## src/bfm3_queue.sv

```systemverilog
module bfm3_queue #(
	parameter int W = 257
) (
	input  logic         clk,
	input  logic         arst_n,
	input  logic         wr_en,
	input  logic [W-1:0] wr_data,
	output logic         q_full,
	input  logic         rd_en,
	output logic [W-1:0] rd_data,
	output logic         q_empty
);
	// Two-entry queue between the front and the back.
	logic [W-1:0] slot_q [2];
	logic         wptr_q;
	logic         rptr_q;
	logic [1:0]   count_q;

	assign q_full  = (count_q == 2'd2);
	assign q_empty = (count_q == 2'd0);
	assign rd_data = slot_q[rptr_q];

	// Payload slots.
	always_ff @(posedge clk) begin
		if (wr_en && !q_full) begin
			slot_q[wptr_q] <= wr_data;
		end
	end

	// Pointers and occupancy.
	always_ff @(posedge clk or negedge arst_n) begin
		if (!arst_n) begin
			wptr_q  <= 1'b0;
			rptr_q  <= 1'b0;
			count_q <= 2'd0;
		end else begin
			if (wr_en && !q_full) begin
				wptr_q <= ~wptr_q;
			end
			if (rd_en && !q_empty) begin
				rptr_q <= ~rptr_q;
			end
			case ({wr_en && !q_full, rd_en && !q_empty})
				2'b10:   count_q <= count_q + 2'd1;
				2'b01:   count_q <= count_q - 2'd1;
				default: count_q <= count_q;
			endcase
		end
	end

	a_no_overflow: assert property (@(posedge clk) disable iff (!arst_n)
		count_q != 2'd3) else $error("queue count out of range");
	a_ptr_match: assert property (@(posedge clk) disable iff (!arst_n)
		(count_q == 2'd0 || count_q == 2'd2) |-> (wptr_q == rptr_q))
		else $error("queue pointers disagree with count");
	a_one_ptr: assert property (@(posedge clk) disable iff (!arst_n)
		(count_q == 2'd1) |-> (wptr_q != rptr_q))
		else $error("queue pointers disagree with count");
endmodule

```

## config.mk

```make
export PLATFORM = sky130hd
export DESIGN_NAME = bfm3_queue
export DESIGN_NICKNAME = d
export VERILOG_FILES = /design/src/bfm3_queue.sv
export SDC_FILE = /design/constraint.sdc
export NUM_CORES = 1
export LEC_CHECK = 0
export BUFFER_PORTS_ARGS = -buffer_cell sky130_fd_sc_hd__buf_4
export CAP_MARGIN = 20
export CORE_AREA = 10 10 220 222
export DETAILED_ROUTE_END_ITERATION = 10
export DIE_AREA = 0 0 230 232
export PLACE_DENSITY_LB_ADDON = 0.05
export SYNTH_ARGS = -nofsm -noshare
export SYNTH_HDL_FRONTEND = slang
export SYNTH_SLANG_ARGS = --single-unit
```

## constraint.sdc

```tcl
create_clock -name clk -period 16.7 [get_ports clk]
set_input_delay 1.67 -clock clk [delete_from_list [all_inputs] [get_ports clk]]
set_output_delay 1.67 -clock clk [all_outputs]
set_load 0.01 [all_outputs]
```

==> impl_metrics.py <==
metrics = {
    "outcome": {
        "status": "finished, final reports clean",
    },
    "die": {
        "fp.dieArea_um2": 53400,
        "die_w_um": 230,
        "io_pins": 520,
        "die_y_um": 232,
        "start_util_pct": 44.6,
        "core_um2": 43900,
        "rows": 77,
    },
    "global_route": {
        "grt_max_degree": 143,
        "grt_pass1_wl_mm": 70.6,
        "grt_pass1_vias": 10258,
        "grt_util_all_layers_pct": 18.1,
        "grt_overflow": 0,
        "antenna_found_initial": 4,
    },
    "place": {
        "port_buffers": 519,
        "hpwlAfterDp_mm": 36.6,
        "place_inst": 1909,
        "post-place-ws_ns": 11.46,
        "routabilityCongestion": 0.780,
    },
    "timing": {
        "rsz0062_at_grt": "false",
        "finalMaxSlewViolations": 0,
        "fin_setup_tns_ns": 0,
        "post-route-min-period_ns": 5.69,
        "worst_pin_slew_ns": 1.12,
        "worst_clock_skew_ns": 0.0100,
        "fin_ws_ns": 11.01,
        "finalSetupViolations": 0,
        "fin_crit_sh_pct": 34.1,
        "hold_viol": 0,
        "clock.fmax_ghz": 0.176,
        "slew_headroom_pct": 25.2,
    },
    "synth": {
        "synth_area_per_cell_um2": 24.0,
        "synth_cells": 818,
        "synth_top_cell_by_area": "edfxtp_1",
        "synth_xor_area_share_pct": 0.224,
        "synth.top_cell.area_share_pct": 78.8,
        "syn-cell-area_um2": 19600,
        "yosysMostFrequentCell": "edfxtp_1",
        "yosys_most_used_dff": "edfxtp_1",
        "synthesis.nets": 1080,
        "seq_area_frac_synth_pct": 79.3,
        "ys_warn_count": 0,
        "ys_seq_elements": 518,
        "synth-edff-count": 514,
        "synth_cell_types": 16,
        "netlist_top_cells_area": "edfxtp_1 79%, mux2_4 15%, mux2_2 3.2%",
        "synth-compound-area-share_pct": 0,
        "synth-simple-area-share_pct": 0.172,
        "synth_common_cells": "514 x edfxtp_1, 201 x mux2_4, 56 x mux2_2",
        "ys_async_sr_fraction_pct": 0.772,
        "synth_mux_area_share_pct": 18.6,
        "synth_adder_area_share_pct": 0.0639,
        "synth_top_family_by_area": "multiplexers",
    },
    "clocking": {
        "cts.clk_slew.worst_paths_ns": 0.06,
        "h-tree-depth": 2,
        "worstSkewPairLatency_ns": 0.57,
        "cts_buffers": 53,
        "clock_sinks": 518,
        "cts_setup_buffers": 0,
        "cts_root_buffer": "clkbuf_16",
        "cts_tree": "yes",
        "cts_resized": 0,
        "clockBufferDepth": 3,
        "holdBufCountCts": 0,
    },
    "min_path": {
        "hold_end": "count_q[1]",
        "hp-start": "count_q[1]",
        "min_path_type": "flop to flop",
        "min_path_cells": 1,
    },
    "worst_setup_path": {
        "cpMostUsedCell": "buf_4",
        "r2r-start": "count_q[0]",
        "crit_chain": "buf_12 -> buf_4 -> mux2_2 -> buf_4",
        "r2r_setup_slack_ns": 13.71,
        "rr_endpoint": "slot_q[0][33]",
        "arrival_ns": 4.02,
        "reg2reg_depth": 5,
        "cp_slowest_stage_delay_ns": 1.01,
        "cp_max_fo": 142,
        "cp-end-kind": "output pin",
        "crit_type": "flop to output pin",
        "cpMaxStageDelayCell": "dfrtp_4",
        "start_kind": "flop",
        "cp_data_required_time_ns": 15.03,
    },
    "pwr": {
        "finalPower_w": 0.00459,
        "ir_drop_mv": 0.164,
        "p_leak_nw": 10.1,
        "p_per_area_nw_per_um2": 179,
    },
    "drt": {
        "vias": 9604,
        "wl_mm": 50.4,
        "drtAntennaViolNets": 0,
        "initialDrtViolationCount": 730,
        "routedWlPerCell_um": 25.2,
        "via_per_inst": 4.79,
        "dr.pass1.iters": 6,
        "drc_errors": 0,
    },
    "job": {
        "maxCapViolCount": 0,
    },
    "cells_and_area": {
        "postLayoutCoreUtil_pct": 58.4,
        "nFillCells": 3413,
        "instances_no_fill": 2004,
        "drive_gt1_share_pct": 60.8,
        "nNetsFinal": 1634,
        "syn2layout_area_growth_pct": 30.9,
    },
}
[layout make-up]
cell class / count / area [um^2] / area share, %
tap: 592 / 741 / 2.89
clock buffer: 63 / 1360 / 5.32
timing repair buffer: 528 / 3980 / 15.5
sequential: 518 / 15500 / 60.6
inverter: 1 / 3.75 / 0.0146
clock inverter: 31 / 263 / 1.02
antenna: 1 / 2.50 / 0.00976
multi-input combinational: 270 / 3750 / 14.6
[logic make-up (layout without fill, tap and decap cells)]
| logic type | after synthesis | count (layout) |
|---|---|---|
| flip-flops | 518 | 518 |
| XOR/XNOR | 5 | 5 |
| AND/OR/NAND/NOR | 7 | 7 |
| multiplexers | 257 | 257 |
| buffers and inverters | 30 | 623 |
| adder cells (fa/ha/maj) | 1 | 1 |
| other | 0 | 1 |
[how the worst max path moves through the flow]
stage                               to  slack, ns  depth (start not counted)  startpoint
after floorplan           slot_q[0][0]       3.41                          2       wr_en
after global placement     rd_data[14]      11.48                          4      rptr_q
after detailed placement   rd_data[14]      11.46                          4      rptr_q
after CTS                  rd_data[14]      10.82                          4      rptr_q
after global routing       rd_data[14]      10.73                          4      rptr_q
final                      rd_data[14]      11.01                          4      rptr_q
[cells in the final DEF, fill, tap and decap left out, drive strengths merged, types with 2 or more instances in the layout]
cell,Yosys,final
clkbuf,0,63
bufinv,0,5
xnor2,3,3
clkinv,0,26
edfxtp,514,514
nor2,3,3
xor2,2,2
buf,29,528
mux2,257,257
dfrtp,4,4
[worst max-delay path: cells and delay by family (launching register included)]
kind,cells,cell delay (ns)
flops,1,1.01
buf+inv,3,1.95
mux,1,0.41
[state kept, by name (all words and copies together) (netlist names)]
signal   count
wptr_q       1
rptr_q       1
count_q      2
slot_q     514
[per-layer routing]
metal  wire (um)  vias up  global-route usage (%)
li1            -     4370                       -
met1       18300     4817                    20.2
met2       25700      349                    30.6
met3        5140       62                    8.15
met4        1260        6                    5.71
met5          37        -                       0
[where the power goes]
group / leakage [nW] / internal (W) / switching [W]
registers: 4.82 / 0.00178 / 0.000106
logic: 4.46 / 0.000833 / 0.000758
clock network: 0.804 / 0.000654 / 0.000461
[metrics by stage]
step / instance area [um^2] / hold slack (ns)
after floorplan: 19600 / 0.461
after global placement: 24000 / 0.489
after detailed placement: 24000 / 0.486
after CTS: 25600 / 0.501
after global routing: 25600 / 0.540
final: 25600 / 0.497
(Power assumes the default switching activity.)
