File: config.mk
export PLATFORM = sky130hd
export DESIGN_NAME = bfm3_front
export DESIGN_NICKNAME = d
export VERILOG_FILES = /design/src/bfm3_pkg.sv /design/src/bfm3_front.sv
export SDC_FILE = /design/constraint.sdc
export NUM_CORES = 2
export LEC_CHECK = 0
export BUFFER_PORTS_ARGS = -buffer_cell sky130_fd_sc_hd__buf_2
export CELL_PAD_IN_SITES_DETAIL_PLACEMENT = 1
export CELL_PAD_IN_SITES_GLOBAL_PLACEMENT = 1
export CORE_MARGIN = 2
export CORE_UTILIZATION = 42
export DETAILED_ROUTE_END_ITERATION = 8
export PLACE_DENSITY = 0.71
export SYNTH_ARGS = -nofsm -noshare
export SYNTH_HDL_FRONTEND = slang
export SYNTH_SLANG_ARGS = --single-unit
File: constraint.sdc
create_clock -name clk -period 25.5 [get_ports clk]
set_input_delay 3.825 -clock clk [delete_from_list [all_inputs] [get_ports clk]]
set_output_delay 3.825 -clock clk [all_outputs]
set_load 0.1 [all_outputs]
File: src/bfm3_pkg.sv
package bfm3_pkg;

	// MurmurHash3 x86_32 constants.
	localparam logic [31:0] MH_C1 = 32'hcc9e2d51;
	localparam logic [31:0] MH_C2 = 32'h1b873593;
	localparam logic [31:0] MH_N  = 32'he6546b64;
	localparam logic [31:0] MH_F1 = 32'h85ebca6b;
	localparam logic [31:0] MH_F2 = 32'hc2b2ae35;

	// Configuration register indexes.
	localparam logic REG_FILTER_BITS = 1'b0;
	localparam logic REG_HASH_COUNT  = 1'b1;

	// Operation codes.
	localparam logic OP_ADD   = 1'b0;
	localparam logic OP_QUERY = 1'b1;

	typedef enum logic [2:0] {
		F_IDLE,
		F_MUL1,
		F_MUL2,
		F_APPLY,
		F_PUSH
	} front_state_t;

	typedef enum logic [2:0] {
		B_CLEAR,
		B_IDLE,
		B_MIX1,
		B_MIX2,
		B_MIX3,
		B_MOD,
		B_READ,
		B_UPD
	} back_state_t;

	function automatic logic [31:0] rotl32(input logic [31:0] x, input int r);
		rotl32 = (x << r) | (x >> (32 - r));
	endfunction

endpackage

File: src/bfm3_front.sv
module bfm3_front #(
	parameter int MAX_HASHES = 8
) (
	input  logic                       clk,
	input  logic                       arst_n,
	input  logic                       push,
	output logic                       full,
	input  logic                       op,
	input  logic [7:0]                 key_byte,
	input  logic                       byte_valid,
	input  logic                       last,
	input  logic                       clear_busy,
	input  logic                       q_full,
	output logic                       q_push,
	output logic [MAX_HASHES*32:0]     q_data
);
	import bfm3_pkg::*;

	front_state_t state_q, state_d;

	logic [31:0] lane_q   [MAX_HASHES];
	logic [31:0] lane_mix [MAX_HASHES];
	logic [31:0] fin_d    [MAX_HASHES];
	logic [31:0] fin_q    [MAX_HASHES];
	logic [31:0] blk_q;
	logic [1:0]  fill_q;
	logic [31:0] len_q;
	logic [31:0] sc_in_q;
	logic [31:0] m1_q;
	logic [31:0] m2_q;
	logic        tail_q;
	logic        last_q;
	logic        op_q;
	logic        accept;
	logic [31:0] blk_new;

	assign accept  = push && !full;
	assign blk_new = blk_q | (32'(key_byte) << {fill_q, 3'b000});

	// Block mix of every lane and the finalizer input.
	always_comb begin
		for (int i = 0; i < MAX_HASHES; i++) begin
			lane_mix[i] = rotl32(lane_q[i] ^ m2_q, 13);
			lane_mix[i] = (lane_mix[i] << 2) + lane_mix[i] + MH_N;
			if (state_q == F_IDLE) begin
				fin_d[i] = lane_q[i] ^ len_q;
			end else if (tail_q) begin
				fin_d[i] = lane_q[i] ^ m2_q ^ len_q;
			end else begin
				fin_d[i] = lane_mix[i] ^ len_q;
			end
		end
	end

	// Next state.
	always_comb begin
		state_d = state_q;
		case (state_q)
			F_IDLE: begin
				if (accept) begin
					if (byte_valid) begin
						state_d = F_MUL1;
						if (fill_q != 2'd3 && !last) begin
							state_d = F_IDLE;
						end
					end else if (last) begin
						state_d = (fill_q != 2'd0) ? F_MUL1 : F_PUSH;
					end
				end
			end
			F_MUL1:  state_d = F_MUL2;
			F_MUL2:  state_d = F_APPLY;
			F_APPLY: state_d = (tail_q || last_q) ? F_PUSH : F_IDLE;
			F_PUSH:  state_d = q_full ? F_PUSH : F_IDLE;
			default: state_d = F_IDLE;
		endcase
	end

	// Outputs.
	always_comb begin
		full   = (state_q != F_IDLE) || clear_busy;
		q_push = (state_q == F_PUSH) && !q_full;
		q_data[MAX_HASHES*32] = op_q;
		for (int i = 0; i < MAX_HASHES; i++) begin
			q_data[i*32 +: 32] = fin_q[i];
		end
	end

	// Final lane values wait here for queue space.
	always_ff @(posedge clk) begin
		if ((state_q == F_IDLE) || (state_q == F_APPLY)) begin
			for (int i = 0; i < MAX_HASHES; i++) begin
				fin_q[i] <= fin_d[i];
			end
		end
		if (state_q == F_MUL1) begin
			m1_q <= sc_in_q * MH_C1;
		end
		if (state_q == F_MUL2) begin
			m2_q <= rotl32(m1_q, 15) * MH_C2;
		end
	end

	// Key accumulation state.
	always_ff @(posedge clk or negedge arst_n) begin
		if (!arst_n) begin
			state_q <= F_IDLE;
			for (int i = 0; i < MAX_HASHES; i++) begin
				lane_q[i] <= 32'(i);
			end
			blk_q   <= '0;
			fill_q  <= '0;
			len_q   <= '0;
			sc_in_q <= '0;
			tail_q  <= 1'b0;
			last_q  <= 1'b0;
			op_q    <= OP_ADD;
		end else begin
			state_q <= state_d;
			case (state_q)
				F_IDLE: begin
					if (accept) begin
						op_q   <= op;
						last_q <= last;
						if (byte_valid) begin
							blk_q   <= blk_new;
							fill_q  <= fill_q + 2'd1;
							len_q   <= len_q + 32'd1;
							sc_in_q <= blk_new;
							tail_q  <= (fill_q != 2'd3);
						end else if (last) begin
							// A byteless end of key still scrambles the tail.
							sc_in_q <= blk_q;
							tail_q  <= 1'b1;
						end
					end
				end
				F_APPLY: begin
					if (!tail_q) begin
						for (int i = 0; i < MAX_HASHES; i++) begin
							lane_q[i] <= lane_mix[i];
						end
						blk_q <= '0;
					end
				end
				F_PUSH: begin
					if (!q_full) begin
						for (int i = 0; i < MAX_HASHES; i++) begin
							lane_q[i] <= 32'(i);
						end
						blk_q  <= '0;
						fill_q <= '0;
						len_q  <= '0;
					end
				end
				default: begin
				end
			endcase
		end
	end

	a_full_busy: assert property (@(posedge clk) disable iff (!arst_n)
		(state_q != F_IDLE) |-> full) else $error("front accepts while busy");
	a_push_state: assert property (@(posedge clk) disable iff (!arst_n)
		q_push |-> (state_q == F_PUSH && !q_full)) else $error("bad queue push");
	a_apply_seq: assert property (@(posedge clk) disable iff (!arst_n)
		(state_q == F_APPLY) |-> ($past(state_q) == F_MUL2))
		else $error("apply without multiply");
endmodule

==> impl_metrics.env <==
export IMPL_synth_top_family_by_area="adder cells"
export IMPL_crit_path_end_kind="output port"
export IMPL_fin_crit_ps=9110
export IMPL_tightestPinTransition_ps=1320
export IMPL_skew_ps=38.0
export IMPL_crit_family="buffers and inverters"
export IMPL_die_area_um2=160000
export IMPL_fmaxAchievable_ghz=0.110
export IMPL_min_path_cells=2
export IMPL_synthSimpleGateAreaFrac=0.0824
export IMPL_synth_xor_area_frac=0.116
export IMPL_cpPeakStageDelay_ps=530
export IMPL_r2r_end="m1_q[31]$_DFFE_PP_"
export IMPL_clockBufferDepth=3
export IMPL_via_count=54500
export IMPL_root_buffer="clkbuf_16"
export IMPL_cts_buffers=85
export IMPL_fin_crit_sh=0.357
export IMPL_htreeDepth=3
export IMPL_hold_path_end="blk_q[6]$_DFFE_PN0P_"
export IMPL_criticalPathCategory="in -> out"
export IMPL_cts_sinks=680
export IMPL_drive_gt1_frac=0.0841
export IMPL_die_y_um=400
export IMPL_hp_start="blk_q[6]$_DFFE_PN0P_"
export IMPL_rows=145
export IMPL_start_kind="input pin"
export IMPL_ys_top_cells_by_area="ha_1 (16%), edfxtp_1 (15%), dfrtp_1 (13%)"
export IMPL_mostFrequentLayoutCell="inv_1"
export IMPL_first_pass_iters=7
export IMPL_maxSlewViolCount=0
export IMPL_antenna_found_initial=17
export IMPL_r2r_start="sc_in_q[9]$_DFFE_PN0P_"
export IMPL_drt_total_wl_mm=255
export IMPL_rsz0062_at_grt="false"
export IMPL_coreArea_um2=156000
export IMPL_cap_viol_max_count=0
export IMPL_critPathBufInv=5
export IMPL_syn_instance_count=7018
export IMPL_muxShareOfSynthArea=0.0262
export IMPL_min_path_type="reg -> reg"
export IMPL_drt_iter0_markers=4250
export IMPL_yosysWarnings=0
export IMPL_ys_flop_type="dfrtp_1"
export IMPL_worst_ep_arrival_time_ps=5290
export IMPL_final_setup_tns_ps=0
export IMPL_rrSetupSlack_ps=18320
export IMPL_synth_seq_cells=680
export IMPL_setup_viol=0
export IMPL_hold_buffers=0
export IMPL_top_level_ports=275
export IMPL_grt_ovfl_total=0
export IMPL_postRouteAntennaNets=0
export IMPL_synth_area_um2=66000
export IMPL_crit_required_ps=21670
export IMPL_cts_setup_buffers=0
export IMPL_grt_max_degree=212
export IMPL_area_growth_synth_to_final_pct=9.96
export IMPL_post_drt_via_cell_ratio=5.87
export IMPL_io_buffers=274
export IMPL_dp_hpwl_mm=182
export IMPL_cts_resized=0
export IMPL_grt_pass1_vias=56200
export IMPL_path_cells="buf_2, inv_1, nand3_4, inv_2, buf_4, buf_2"
export IMPL_synth_avg_cell_area_um2=9.40
export IMPL_synth_edf_count=320
export IMPL_timing_slew_headroom=0.120
export IMPL_initial_core_util=0.423
export IMPL_synth_top_area_cell="ha_1"
export IMPL_nets=8358
export IMPL_async_flop_share=0.529
export IMPL_grtUsageTotal=0.314
export IMPL_synth_nets=8221
export IMPL_slowest_stage="buf_2"
export IMPL_clk_pin_slew_worst_paths_ps=60
export IMPL_synth_distinct_cells=101
export IMPL_grt_pass1_wl_mm=373
export IMPL_r2r_cells=25
export IMPL_route_detailed_drc=0
export IMPL_clkLatencyLatePin_ps=720
export IMPL_layout_common_cells="inv_1 (1,014), ha_1 (859), o21ai_0 (593)"
export IMPL_cp_max_fo=16
export IMPL_die_w_um=400
export IMPL_seq_area_frac_synth=0.282
export IMPL_synth_compound_area_frac=0.153
export IMPL_synthAdderAreaFrac=0.262
export IMPL_gp_congestion=0.948
export IMPL_cts_tree="built"
export IMPL_wire_per_inst_um=27.4
export IMPL_status="finished clean"
export IMPL_synth_top_area_frac=0.163
export IMPL_hold_violations=0
export IMPL_worst_path_most_repeated_cell="buf_2"
-- how the worst max path moves through the flow --
| stage | slack (ps) | endpoint | depth (start not counted) | start |
|---|---|---|---|---|
| 2_1_floorplan | 11550 | fin_q[0][0]$_DFFE_PP_ | 3 | state_q[0]$_DFFE_PN0P_ |
| 3_3_place_gp | 16420 | q_push | 6 | q_full |
| 3_5_place_dp | 16400 | q_push | 6 | q_full |
| 4_1_cts | 16400 | q_push | 6 | q_full |
| 5_1_grt | 16380 | q_push | 6 | q_full |
| 6_report | 16390 | q_push | 6 | q_full |
-- through the flow --
stage	util	cells	setup slack, ps	instance area [um2]	hold slack [ps]
finish	0.465	9288	16390	72500	499
global route	0.465	9284	16380	72500	524
CTS	0.465	9284	16400	72500	503
global placement	0.446	9126	16420	69600	477
detailed placement	0.446	9126	16400	69600	486
floorplan	-	7018	11550	66000	454
-- cells in the mapped netlist, types with 167 or more instances --
library cell / instances
xor2_1: 525
fa_1: 328
clkbuf_1: 248
dfrtp_1: 348
nand3_1: 300
edfxtp_1: 320
xnor2_1: 350
ha_1: 859
inv_1: 1015
nor2_1: 240
o21ai_0: 594
mux2i_1: 167
a21oi_1: 328
nand2_1: 320
-- registers in the layout, indices dropped and copies added (netlist names) --
name,count
fill_q,2
last_q,1
tail_q,1
m1_q,32
fin_q,256
m2_q,32
lane_q,256
len_q,32
blk_q,32
state_q,3
op_q,1
sc_in_q,32
-- cell families (layout without fill, tap and decap cells) --
family / count (synthesis) / in the layout
AO/OA/AOI/OAI: 1615 / 1615
XOR/XNOR: 876 / 876
adder cells (fa/ha/maj): 1187 / 1187
buffers and inverters: 1339 / 1547
flip-flops: 680 / 680
multiplexers: 172 / 172
other: 0 / 4
AND/OR/NAND/NOR: 1149 / 1149
-- final cells by class --
type	instances	area [um2]
clock inverter	54	643
inverter	1016	3810
tap	2058	2570
timing repair buffer	373	2160
sequential	680	18600
multi-input combinational	4999	42400
fill	17900	83500
clock buffer	104	2310
antenna	4	10.0
-- tightest hold or removal path, delay by kind of cell (launching register included) --
kind | cells | cell delay, ps
flops | 1 | 350
compound gates | 1 | 40
simple gates | 1 | 70
-- routing by layer --
metal | up-vias | wire [um] | GRT usage
li1 | 24300 | - | -
met2 | 1963 | 113000 | 0.489
met4 | 10 | 16500 | 0.179
met1 | 27800 | 107000 | 0.416
met3 | 501 | 18600 | 0.0464
met5 | - | 69 | 0
Power is left out: the tool's default activity adds up to more than one toggle a clock period on the data nets, which glitch-free logic cannot reach.
